$ cat src/rtl/core/sparse_accumulator_table_defines.svh
// ----------------------------------------------------------------------------
// Sparse accumulator table assertion macros
// Shared concurrent assertion wrappers, clocked on clk_i and disabled in reset.
// ----------------------------------------------------------------------------
`ifndef SPARSE_ACCUMULATOR_TABLE_DEFINES_SVH
`define SPARSE_ACCUMULATOR_TABLE_DEFINES_SVH

`ifndef NO_ASSERTIONS

// Checks that a condition holds at every clock edge outside reset.
`define SAT_ASSERT_ALWAYS(lbl, cond) \
  lbl: assert property (@(posedge clk_i) disable iff (!rst_ni) (cond)) \
    else $error("sparse accumulator table: invariant violated");

// Checks that a condition in one cycle implies a consequence in the next.
`define SAT_ASSERT_NEXT(lbl, ante, cons) \
  lbl: assert property (@(posedge clk_i) disable iff (!rst_ni) (ante) |=> (cons)) \
    else $error("sparse accumulator table: sequence violated");

`else

`define SAT_ASSERT_ALWAYS(lbl, cond)
`define SAT_ASSERT_NEXT(lbl, ante, cons)

`endif

`endif

$ cat src/rtl/core/sat_pkg.sv
// ----------------------------------------------------------------------------
// Sparse accumulator table package
// Command codes and fixed field widths of the stream payloads.
// ----------------------------------------------------------------------------
package sat_pkg;

  // Fixed payload field widths.
  localparam int unsigned CMD_W     = 3;
  localparam int unsigned DATA_W    = 32;
  localparam int unsigned CNT_OUT_W = 5;

  // Packed stream widths, rounded up to whole bytes.
  localparam int unsigned S_TDATA_W = 72;
  localparam int unsigned M_TDATA_W = 40;

  // Command codes; the unused codes behave as a read.
  typedef enum logic [CMD_W-1:0] {
    CMD_READ    = 3'd0,
    CMD_WRITE   = 3'd1,
    CMD_ADD     = 3'd2,
    CMD_PREINC  = 3'd3,
    CMD_POSTINC = 3'd4
  } cmd_e;

endpackage

$ cat src/rtl/core/sat_ram.sv
// ----------------------------------------------------------------------------
// Sparse accumulator table RAM
// Simple dual-port memory: one write port and one registered read port.
// ----------------------------------------------------------------------------
module sat_ram #(
  parameter int unsigned DEPTH = 16,
  parameter int unsigned WIDTH = 32
) (
  input  logic                     clk_i,
  input  logic                     we_i,
  input  logic [$clog2(DEPTH)-1:0] waddr_i,
  input  logic [WIDTH-1:0]         wdata_i,
  input  logic [$clog2(DEPTH)-1:0] raddr_i,
  output logic [WIDTH-1:0]         rdata_o
);

  logic [WIDTH-1:0] mem_q [DEPTH];
  logic [WIDTH-1:0] rdata_q;

  // Write port.
  always_ff @(posedge clk_i) begin
    if (we_i) begin
      mem_q[waddr_i] <= wdata_i;
    end
  end

  // Registered read port; contents are undefined until written.
  always_ff @(posedge clk_i) begin
    rdata_q <= mem_q[raddr_i];
  end

  assign rdata_o = rdata_q;

endmodule

$ cat src/rtl/core/sparse_accumulator_table.sv
// ----------------------------------------------------------------------------
// Sparse accumulator table
// Bounded key/value map that keeps only entries with a nonzero value.
// ----------------------------------------------------------------------------
// Usage: each transaction on the slave stream carries a command, a key and an
// operand; the block answers with exactly one transaction on the master
// stream carrying the result value, the entry count and the full flag.
// The key is searched by a sequencer that reads one slot of the key RAM per
// cycle and compares it against the request with one shared comparator; the
// value is then fetched, updated by one shared 32-bit adder and written back.
// Path from input transaction to result valid: a hit passes ST_SCAN, ST_VAL,
// ST_CALC and ST_DONE; a miss scans every slot and skips ST_VAL.
// Only one item is in flight: s_axis_tready is high only while the sequencer
// is idle, and the next item may be taken while a result still waits in the
// output register. If the receiver stalls, the result is held in the output
// register and a following item completes its update but waits before
// delivering its own result.
// Reset clears all valid bits and the entry count at once; no clearing pass.
// ----------------------------------------------------------------------------
`include "sparse_accumulator_table_defines.svh"

module sparse_accumulator_table
  import sat_pkg::*;
#(
  parameter int unsigned CAPACITY = 16
) (
  input  logic                 clk_i,
  input  logic                 rst_ni,
  // Fields from bit 0 up: command[2:0], key[34:3], operand[66:35], zero fill.
  input  logic [S_TDATA_W-1:0] s_axis_tdata,
  input  logic                 s_axis_tvalid,
  output logic                 s_axis_tready,
  // Fields from bit 0 up: result_value[31:0], entry_count[36:32],
  // table_full[37], zero fill.
  output logic [M_TDATA_W-1:0] m_axis_tdata,
  output logic                 m_axis_tvalid,
  input  logic                 m_axis_tready
);

  localparam int unsigned IW = $clog2(CAPACITY);
  localparam int unsigned CW = $clog2(CAPACITY + 1);
  localparam logic [IW-1:0] LAST_IDX = IW'(CAPACITY - 1);

  typedef enum logic [2:0] {
    ST_IDLE,
    ST_SCAN,
    ST_VAL,
    ST_CALC,
    ST_DONE
  } state_e;

  state_e              state_q;
  cmd_e                cmd_q;
  logic [DATA_W-1:0]   key_q;
  logic [DATA_W-1:0]   opd_q;
  logic [IW-1:0]       addr_q;
  logic [IW-1:0]       chk_idx_q;
  logic                chk_pend_q;
  logic [IW-1:0]       slot_q;
  logic                present_q;
  logic [IW-1:0]       free_q;
  logic                free_fnd_q;
  logic [CAPACITY-1:0] valid_q;
  logic [CW-1:0]       count_q;
  logic [DATA_W-1:0]   res_q;
  logic                full_q;
  logic [M_TDATA_W-1:0] m_tdata_q;
  logic                m_tvalid_q;

  logic [DATA_W-1:0]   key_rd;
  logic [DATA_W-1:0]   val_rd;

  // RAM write port, driven in the update cycle.
  logic                key_we;
  logic                val_we;
  logic [IW-1:0]       wr_addr;
  logic [DATA_W-1:0]   wr_val;

  // Update datapath signals.
  logic                hit;
  logic                free_now;
  logic [IW-1:0]       free_idx;
  logic [DATA_W-1:0]   old_val;
  logic [DATA_W-1:0]   addend;
  logic [DATA_W-1:0]   sum;
  logic [DATA_W-1:0]   next_val;
  logic [DATA_W-1:0]   res_val;
  logic                modify;
  logic                do_remove;
  logic                do_update;
  logic                do_insert;
  logic                ins_fail;
  logic [CW+CNT_OUT_W-1:0] cnt_ext;

  assign s_axis_tready = (state_q == ST_IDLE);
  assign m_axis_tvalid = m_tvalid_q;
  assign m_axis_tdata  = m_tdata_q;

  // Key and value memories.
  sat_ram #(.DEPTH(CAPACITY), .WIDTH(DATA_W)) u_key_ram (
    .clk_i   (clk_i),
    .we_i    (key_we),
    .waddr_i (wr_addr),
    .wdata_i (key_q),
    .raddr_i (addr_q),
    .rdata_o (key_rd)
  );

  sat_ram #(.DEPTH(CAPACITY), .WIDTH(DATA_W)) u_val_ram (
    .clk_i   (clk_i),
    .we_i    (val_we),
    .waddr_i (wr_addr),
    .wdata_i (wr_val),
    .raddr_i (slot_q),
    .rdata_o (val_rd)
  );

  // Search compare and lowest-free-slot tracking for the slot under check.
  assign hit      = chk_pend_q && valid_q[chk_idx_q] && (key_rd == key_q);
  assign free_now = free_fnd_q || !valid_q[chk_idx_q];
  assign free_idx = free_fnd_q ? free_q : chk_idx_q;

  // Shared adder and command decode; an absent key starts from zero.
  always_comb begin
    old_val  = present_q ? val_rd : '0;
    addend   = (cmd_q == CMD_ADD) ? opd_q : DATA_W'(1);
    sum      = old_val + addend;
    next_val = old_val;
    res_val  = old_val;
    modify   = 1'b1;
    case (cmd_q)
      CMD_WRITE: begin
        next_val = opd_q;
        res_val  = opd_q;
      end
      CMD_ADD, CMD_PREINC: begin
        next_val = sum;
        res_val  = sum;
      end
      CMD_POSTINC: begin
        next_val = sum;
        res_val  = old_val;
      end
      default: begin
        modify = 1'b0;
      end
    endcase
  end

  // Update decisions, valid only in the calculation cycle.
  always_comb begin
    do_remove = (state_q == ST_CALC) && modify && present_q && (next_val == '0);
    do_update = (state_q == ST_CALC) && modify && present_q && (next_val != '0);
    do_insert = (state_q == ST_CALC) && modify && !present_q && (next_val != '0)
                && free_fnd_q;
    ins_fail  = (state_q == ST_CALC) && modify && !present_q && (next_val != '0)
                && !free_fnd_q;
    key_we    = do_insert;
    val_we    = do_update || do_insert;
    wr_addr   = present_q ? slot_q : free_q;
    wr_val    = next_val;
  end

  // Entry count carried in the low bits of the output field.
  assign cnt_ext = {{CNT_OUT_W{1'b0}}, count_q};

  // Sequencer, table bookkeeping and output register.
  always_ff @(posedge clk_i or negedge rst_ni) begin
    if (!rst_ni) begin
      state_q    <= ST_IDLE;
      cmd_q      <= CMD_READ;
      key_q      <= '0;
      opd_q      <= '0;
      addr_q     <= '0;
      chk_idx_q  <= '0;
      chk_pend_q <= 1'b0;
      slot_q     <= '0;
      present_q  <= 1'b0;
      free_q     <= '0;
      free_fnd_q <= 1'b0;
      valid_q    <= '0;
      count_q    <= '0;
      res_q      <= '0;
      full_q     <= 1'b0;
      m_tdata_q  <= '0;
      m_tvalid_q <= 1'b0;
    end else begin
      // The receiver takes the held result; in the final state a new result
      // may take its place in the same cycle.
      if (m_tvalid_q && m_axis_tready && (state_q != ST_DONE)) begin
        m_tvalid_q <= 1'b0;
      end

      case (state_q)
        ST_IDLE: begin
          if (s_axis_tvalid) begin
            cmd_q      <= cmd_e'(s_axis_tdata[2:0]);
            key_q      <= s_axis_tdata[34:3];
            opd_q      <= s_axis_tdata[66:35];
            addr_q     <= '0;
            chk_pend_q <= 1'b0;
            present_q  <= 1'b0;
            free_fnd_q <= 1'b0;
            state_q    <= ST_SCAN;
          end
        end

        // One slot is read and one slot compared per cycle.
        ST_SCAN: begin
          if (hit) begin
            slot_q    <= chk_idx_q;
            present_q <= 1'b1;
            state_q   <= ST_VAL;
          end else begin
            if (chk_pend_q) begin
              free_q     <= free_idx;
              free_fnd_q <= free_now;
            end
            if (chk_pend_q && (chk_idx_q == LAST_IDX)) begin
              state_q <= ST_CALC;
            end else begin
              chk_idx_q  <= addr_q;
              chk_pend_q <= 1'b1;
              addr_q     <= addr_q + IW'(1);
            end
          end
        end

        // Value RAM read of the hit slot.
        ST_VAL: begin
          state_q <= ST_CALC;
        end

        ST_CALC: begin
          if (do_remove) begin
            valid_q[slot_q] <= 1'b0;
            count_q         <= count_q - CW'(1);
          end
          if (do_insert) begin
            valid_q[free_q] <= 1'b1;
            count_q         <= count_q + CW'(1);
          end
          res_q   <= res_val;
          full_q  <= ins_fail;
          state_q <= ST_DONE;
        end

        // Load the output register once it is free.
        ST_DONE: begin
          if (!m_tvalid_q || m_axis_tready) begin
            m_tdata_q  <= {2'b00, full_q, cnt_ext[CNT_OUT_W-1:0], res_q};
            m_tvalid_q <= 1'b1;
            state_q    <= ST_IDLE;
          end
        end

        default: begin
          state_q <= ST_IDLE;
        end
      endcase
    end
  end

  // The entry count always equals the number of valid slots.
  `SAT_ASSERT_ALWAYS(a_count_matches_valid, count_q == CW'($countones(valid_q)))

  // The entry count never exceeds the capacity.
  `SAT_ASSERT_ALWAYS(a_count_bounded, count_q <= CW'(CAPACITY))

  // After an input transaction the block is busy searching.
  `SAT_ASSERT_NEXT(a_busy_after_accept, s_axis_tvalid && s_axis_tready, !s_axis_tready)

  // A failed insert leaves a completely occupied table.
  `SAT_ASSERT_NEXT(a_full_only_when_full, ins_fail, count_q == CW'(CAPACITY))

endmodule

$ cat config.mk
export PLATFORM = sky130hd
export DESIGN_NAME = sparse_accumulator_table
export DESIGN_NICKNAME = d
export VERILOG_FILES = /design/src/rtl/core/sat_pkg.sv /design/src/rtl/core/sat_ram.sv /design/src/rtl/core/sparse_accumulator_table.sv
export VERILOG_INCLUDE_DIRS = /design/src /design/src/rtl/core
export SDC_FILE = /design/constraint.sdc
export NUM_CORES = 2
export LEC_CHECK = 0
export BUFFER_PORTS_ARGS = -buffer_cell sky130_fd_sc_hd__buf_2
export CAP_MARGIN = 25
export CORE_ASPECT_RATIO = 0.6
export CORE_MARGIN = 3
export CORE_UTILIZATION = 45
export CTS_CLUSTER_SIZE = 24
export DETAILED_ROUTE_END_ITERATION = 10
export PLACE_DENSITY_LB_ADDON = 0.25
export SYNTH_ARGS = -nofsm -noshare
export SYNTH_HDL_FRONTEND = slang
export SYNTH_SLANG_ARGS = --single-unit
$ cat constraint.sdc
create_clock -name clk_i -period 11.2 [get_ports clk_i]
set_input_delay 1.68 -clock clk_i [delete_from_list [all_inputs] [get_ports clk_i]]
set_output_delay 1.68 -clock clk_i [all_outputs]
set_load 0.005 [all_outputs]
=== After elaboration in Yosys (flattened, before gate mapping) ===
Memories as Yosys holds them, arrays and structs flattened. A register that Yosys moved wholly into a read port is not among the register bits.
Cells that the tools add are included.

* Bits in registers: 182
* Memory bits (writable): 1,024
* Input bits: 76
* Output and inout port bits: 42
* Memories kept: 2

* Add/subtract/negate cells: 4
* Order comparisons: 5
* Equality and inequality tests: 18
* Mux-type cells: 42
* Bitwise operators: 6
* Reductions and logical operators: 40

{| class="wikitable"
|+ Memory list
! memory !! words !! width !! rd ports !! clocked after memory_dff !! wr ports !! RTL line !! source
|-
| u_key_ram.mem_q || 16 || 32 || 1 || 1 || 1 || sat_ram.sv:17 || <nowiki>logic [WIDTH-1:0] mem_q [DEPTH];</nowiki>
|-
| u_val_ram.mem_q || 16 || 32 || 1 || 1 || 1 || sat_ram.sv:17 ||
|}

{| class="wikitable"
|+ Operators by type and width
! cell !! count
|-
| 32-bit one-hot mux with 2 select lines || 2
|-
| 32-bit two-way mux || 2
|-
| 16-bit two-way mux || 3
|-
| 32-bit adder || 1
|-
| 32-bit equality test || 1
|-
| 32-bit zero test || 1
|-
| 32-bit nonzero test || 1
|-
| 1-bit two-way mux || 17
|-
| 16-bit bitwise AND || 1
|-
| 4-bit two-way mux || 4
|-
| 16-bit inverter || 1
|-
| 16-bit bitwise OR || 1
|-
| 1-bit logical AND || 15
|-
| 4-bit by 5-bit less-than comparator with 1-bit output, second input constant || 3
|-
| 3-bit one-hot mux with 5 select lines || 1
|-
| 3-bit by 2-bit equality test with 1-bit output, second input constant || 4
|-
| 3-bit two-way mux || 4
|-
| 2-bit != test, second input constant || 6
|-
| 4-bit AND reduction || 3
|-
| 5-bit two-way mux || 2
|-
| 3-bit AND reduction || 3
|-
| 1-bit demux with 4-bit select || 2
|-
| 4-bit by 1-bit greater-or-equal comparator with 1-bit output, second input constant || 2
|-
| 4-bit one-hot mux with 2 select lines || 1
|-
| other kinds (18) || 34
|}

=== Logic depth before layout (Yosys ltp) ===
* Depth after elaboration: 10
* Mapped depth: 24
* Depth with buffers taken out: 20

=== By module ===
Synthesis repeated with hierarchy kept, for this count alone.

* Cells, all modules: 3,026
* Area total of the unflattened synthesis: 51,409.3 sq um

{| class="wikitable"
|+ By module, submodules not included
! module !! instances !! cells an instance !! area an instance (sq um) !! sequential area each (sq um)
|-
| sat_ram || 2 || 838 || 19,835.3 || 16,015.4
|-
| sparse_accumulator_table || 1 || 1,350 || 11,738.8 || 4,554.4
|}

=== Worst setup path after synthesis ===
No wires, ideal clock.

* Kind: register to register
* Start: register cmd_q[2]
* End: memory u_val_ram.mem_q[10][0], enable pin
* Arrival: 7.774 ns
* Path slack: 2.924 ns
* Cell stages (with the launch flop): 19
* Clock period less this slack: 8.276 ns
* Cell sequence: dfrtp_1 > buf_2 > nand2b_1 > clkbuf_1 > or3_1 > ha_1 > fa_1 > a21o_1 > a221oi_2 > or4_1 > nand2b_1 > o311ai_1 > or4_1 > nor4_1 > and4_1 > nand2_1 > nand2_1 > buf_2 > nor4_1

* Word-level cells in the longest chain between the ends: 10
* Elaborated cells between the ends (all ways): 20
* Classes of those cells: add/sub (1); eq/ne (4); mux (5); reduce/logical (10)

{| class="wikitable"
|+ Ends and longest elaborated chain
! element !! RTL line !! source
|-
| start: declaration || sparse_accumulator_table.sv:53 || <nowiki>cmd_e cmd_q;</nowiki>
|-
| start signal: assignment || sparse_accumulator_table.sv:197 || <nowiki>cmd_q <= cmd_e'(s_axis_tdata[2:0]);</nowiki>
|-
| 3-bit by 2-bit equality test with 1-bit output || sparse_accumulator_table.sv:126, sparse_accumulator_table.sv:131 ||
|-
| 32-bit two-way mux || sparse_accumulator_table.sv:126 || <nowiki>addend = (cmd_q == CMD_ADD) ? opd_q : DATA_W'(1);</nowiki>
|-
| 32-bit adder || sparse_accumulator_table.sv:127 || <nowiki>sum = old_val + addend;</nowiki>
|-
| 32-bit one-hot mux with 2 select lines * || sparse_accumulator_table.sv:131 || <nowiki>case (cmd_q)</nowiki>
|-
| named net next_val[18] || sparse_accumulator_table.sv:86 || <nowiki>logic [DATA_W-1:0] next_val;</nowiki>
|-
| 32-bit nonzero test * || sparse_accumulator_table.sv:153, sparse_accumulator_table.sv:154 ||
|-
| 1-bit logical AND || sparse_accumulator_table.sv:154 || <nowiki>do_insert = (state_q == ST_CALC) && modify && !present_q && (next_val != '0)</nowiki>
|-
| 1-bit logical AND || sparse_accumulator_table.sv:155 || <nowiki>&& free_fnd_q;</nowiki>
|-
| 1-bit logical OR * || sparse_accumulator_table.sv:159 || <nowiki>val_we = do_update || do_insert;</nowiki>
|-
| 1-bit two-way mux * || sat_ram.sv:22 || <nowiki>if (we_i) begin</nowiki>
|-
| 1-bit two-way mux (implied by the code) * || sat_ram.sv:23 || <nowiki>mem_q[waddr_i] <= wdata_i;</nowiki>
|-
| end: declaration || sat_ram.sv:17 ||
|}

The timed path passes the listed nets; every way through them passes the cells marked *.

=== Worst setup path in the final report ===
* Start: register cmd_q[0]
* End: register count_q[4]

* Word-level cells in the longest chain between the ends: 9
* Elaborated cells between the ends (all ways): 21
* Classes of those cells: add/sub (1); eq/ne (4); mux (4); reduce/logical (12)

{| class="wikitable"
|+ Ends and longest elaborated chain
! element !! RTL line !! source
|-
| 3-bit by 2-bit equality test with 1-bit output || sparse_accumulator_table.sv:126, sparse_accumulator_table.sv:131 ||
|-
| 32-bit two-way mux || sparse_accumulator_table.sv:126 ||
|-
| 32-bit adder || sparse_accumulator_table.sv:127 ||
|-
| 32-bit one-hot mux with 2 select lines * || sparse_accumulator_table.sv:131 ||
|-
| named net next_val[27] || sparse_accumulator_table.sv:86 ||
|-
| 32-bit nonzero test || sparse_accumulator_table.sv:154 ||
|-
| 1-bit logical AND || sparse_accumulator_table.sv:154 ||
|-
| 1-bit logical AND || sparse_accumulator_table.sv:155 ||
|-
| 2-bit nonzero test (no source line) || - ||
|-
| 2-bit AND reduction (no source line) || - ||
|-
| end signal: assignment || sparse_accumulator_table.sv:237 || <nowiki>count_q <= count_q - CW'(1);</nowiki>
|-
| end signal: assignment || sparse_accumulator_table.sv:241 || <nowiki>count_q <= count_q + CW'(1);</nowiki>
|-
| end: declaration || sparse_accumulator_table.sv:64 || <nowiki>logic [CW-1:0] count_q;</nowiki>
|}

Marked as above.
A chain may end at the register's enable or synchronous reset.

==> flow_metrics.py <==
metrics = {
    "cts": {
        "clock_tree.buffer_depth": 3,
        "worst_skew_pair.late_latency_ns": 0.75,
        "postCtsHoldBufs": 0,
        "cts_inserted_buffers": 114,
        "cts_resized": 0,
        "clock-root-buffer": "sky130_fd_sc_hd__clkbuf_16",
        "clock_sink_count": 1270,
        "post_cts_buffers": 0,
        "tritoncts": "yes",
        "cts.reportedPaths.clkPinSlew_ns": 0.07,
        "cts-htree-levels": 3,
    },
    "sta": {
        "finClkSkew_ns": 0.0386,
        "max-slew-margin-rel": 0.258,
        "timing.final.crit_period_ns": 7.36,
        "finalSetupViolCount": 0,
        "fmaxAchievable_mhz": 136,
        "worst-slew-pin-transition_ns": 1.10,
        "rsz0062_at_grt": "no",
        "maxSlewViolCount": 0,
        "sum_of_negative_setup_slack_ns": 0,
        "finalHoldViolations": 0,
        "layout_worst_path_cycle_share": 0.657,
    },
    "placement": {
        "gp_congestion": 0.947,
        "place.detailed.instances": 4622,
        "post_dp_hpwl_um": 80300,
        "place.port_buffers": 110,
    },
    "finish": {
        "mostFrequentLayoutCell": "sky130_fd_sc_hd__edfxtp_1",
        "num-nets-final": 3352,
        "stdcell_count": 4846,
        "most-common-layout-cells": "sky130_fd_sc_hd__edfxtp_1 (1024), sky130_fd_sc_hd__nand2_1 (352), sky130_fd_sc_hd__mux4_2 (229)",
        "n_fill_cell": 9094,
        "final_layout_size_suffix_gt1_frac": 0.220,
        "area_delta_synth_final_pct": 12.4,
    },
    "synth": {
        "number_of_synthesized_flops_with_an_enable_pin": 1024,
        "yosys.cell_types.count": 88,
        "synth_ff_type": "sky130_fd_sc_hd__edfxtp_1",
        "ys.warnings.count": 0,
        "postSynthRegisterBits": 1270,
        "share_of_flip_flops_with_an_asynchronous_set_or_reset": 0.143,
        "syn-instance-count": 3107,
        "avg_cell_area_syn_um2": 16.6,
        "post_synth_instance_area_mm2": 0.0517,
        "sequential_share_of_the_synthesized_area": 0.707,
    },
    "worst_setup_path": {
        "worst-path-max-fanout": 42,
        "critPathTopFamily": "compound AO/OA/AOI/OAI gates",
        "endpoint_kind_of_the_worst_setup_timing_path": "register",
        "timing.critical_path.from": "cmd_q[0]",
        "timing.critical_path.arrival_ns": 7.98,
        "critical_path.max_stage_delay_ns": 0.90,
        "path_common_cell": "sky130_fd_sc_hd__a21o_1",
        "critPathBufInv": 2,
        "rr_startpoint": "cmd_q[0]",
        "crit_slowest_cell": "sky130_fd_sc_hd__a2111oi_0",
        "critPathLaunchType": "register",
        "crit_chain": "buf_4, inv_2, and3_1, ha_1, a21o_1, a31o_2, o21ai_0, a21oi_1, or3_1, a32o_1, a2111oi_0, and4_1, a21o_1, ha_1, a21o_1, a21oi_1, nor3_1, nand3_1, mux2i_1, xor2_1",
        "path_class": "register to register",
        "critical_path_required_ns": 11.82,
    },
    "die": {
        "row_count": 95,
        "floorplan.core_area_mm2": 0.113,
        "boundaryPins": 118,
        "die_w_um": 444,
        "die_area_mm2": 0.119,
        "initial_util": 0.458,
        "die_height_um": 269,
    },
    "power": {
        "peakVddDrop_mv": 0.141,
        "seq_power_share": 0.494,
        "cellInternalPower_mw": 9.16,
        "p_leak_nw": 20.2,
        "power_density_mw_per_mm2": 230,
        "power.share.clock": 0.293,
        "power_frac_comb": 0.214,
        "netSwitchingPower_mw": 4.18,
        "switching_share_of_power": 0.314,
    },
    "global_route": {
        "globalRoute.totalOverflow": 0,
        "via_count_of_the_first_global_routing_pass": 29120,
        "track_usage": 0.231,
        "grt_first_pass_wirelength_um": 201000,
        "grt_antenna_before_repair": 5,
        "maximum_number_of_pins_on_one_net_before_global_route_repair": 68,
    },
    "detailed_routing": {
        "via_count": 29604,
        "route.detailed.drc": 0,
        "post_drt_via_cell_ratio": 6.11,
        "detailed_route_iter0_violations": 3895,
        "route.detailed.wl_per_inst_um": 28.6,
        "route.antenna.remaining_nets": 0,
        "detailedRoute.firstPassIterationCount": 6,
        "wl_um": 138000,
    },
    "hold_path": {
        "min-delay-path-class": "register to register",
        "hold_path.startpoint": "res_q[27]",
    },
    "run": {
        "cap_violations": 0,
    },
    "status": {
        "outcome": "complete, no violations",
    },
}
-- logic make-up after synthesis --
family	Yosys count	synth area share
compound gates	461	0.0585
xor+xnor	63	0.0107
fa+ha+maj	37	0.00924
buf+inv	207	0.0161
flops	1270	0.707
mux	426	0.140
other cells	1	0.0000725
simple gates	642	0.0580
-- Yosys cell counts (47+ instances only) --
cell type,n,share of area
sky130_fd_sc_hd__mux2i_1,119,0.023
sky130_fd_sc_hd__nor2_1,70,0.0051
sky130_fd_sc_hd__mux2_2,75,0.016
sky130_fd_sc_hd__mux4_2,229,0.10
sky130_fd_sc_hd__dfxtp_1,64,0.025
sky130_fd_sc_hd__edfxtp_1,1024,0.59
sky130_fd_sc_hd__o21ai_0,136,0.013
sky130_fd_sc_hd__clkbuf_1,135,0.0098
sky130_fd_sc_hd__a221oi_1,47,0.0080
sky130_fd_sc_hd__xnor2_1,51,0.0086
sky130_fd_sc_hd__nand2_1,353,0.026
sky130_fd_sc_hd__dfrtp_1,182,0.088
sky130_fd_sc_hd__a21oi_1,90,0.0087
-- metal layers --
layer	part of all wire	track usage
met5	0	0
met4	0.027	0.0642
met3	0.091	0.0463
met2	0.43	0.330
met1	0.45	0.361
-- registers in the layout (all words and copies together) (netlist names), 16 cells and up --
signal and count:
opd_q 32, u_key_ram.rdata_o 32, m_axis_tdata 38, u_key_ram.mem_q 512
u_val_ram.mem_q 512, u_val_ram.rdata_o 32, valid_q 16, key_q 32
res_q 32
-- area by class of cell --
class / instances / area [um2] / area share
well taps: 1503 / 1880 / 0.0324
flip-flops and latches: 1270 / 36600 / 0.630
diodes: 2 / 5.00 / 0.0000861
clock buffers: 161 / 3160 / 0.0544
repair buffers: 194 / 1230 / 0.0212
inverters: 28 / 105 / 0.00181
multi-input cells: 1631 / 14600 / 0.250
clock inverters: 57 / 577 / 0.00992
-- path summary, 6_finish.rpt --
check	depth (start not counted)	slack, ns	to
worst max register to register	20	3.84	count_q[4]
worst max-delay path	20	3.84	count_q[4]
min in group asynchronous	1	0.92	key_q[18]
max in group asynchronous	2	8.85	opd_q[18]
worst min-delay path	2	0.48	res_q[27]
worst min register to register	2	0.48	res_q[27]
-- worst register-to-register path, delay by kind of cell (launching register included) --
family | cells | cell delay (ns)
AOI/OAI and AO/OA | 9 | 3.70
and+or+nand+nor | 5 | 1.35
buffers and inverters | 2 | 0.95
adders and majority gates | 2 | 0.66
DFF | 1 | 0.37
xor gates and xnor gates | 1 | 0.14
muxes | 1 | 0.10
-- power by group through the flow --
stage | combinational (mW) | clock, mW | sequential, mW
2_1_floorplan | 1.90 | 0 | 6.37
3_3_place_gp | 2.73 | 0 | 6.63
3_5_place_dp | 2.81 | 0 | 6.68
4_1_cts | 2.83 | 3.98 | 6.58
5_1_grt | 3.06 | 4.18 | 6.66
6_report | 2.85 | 3.90 | 6.59
-- metrics by stage --
| stage | instance area [um2] | util | hold WS (ns) | power, mW | worst slack, ns |
|---|---|---|---|---|---|
| floorplan | 51700 | - | 0.438 | 8.27 | 2.92 |
| global placement | 54300 | 0.481 | 0.469 | 9.36 | 4.13 |
| detailed placement | 54300 | 0.481 | 0.472 | 9.50 | 4.14 |
| CTS | 58100 | 0.514 | 0.486 | 13.4 | 4.14 |
| global route | 58100 | 0.515 | 0.501 | 13.9 | 3.49 |
| finish | 58100 | 0.515 | 0.483 | 13.3 | 3.84 |
(Power assumes the default switching activity.)
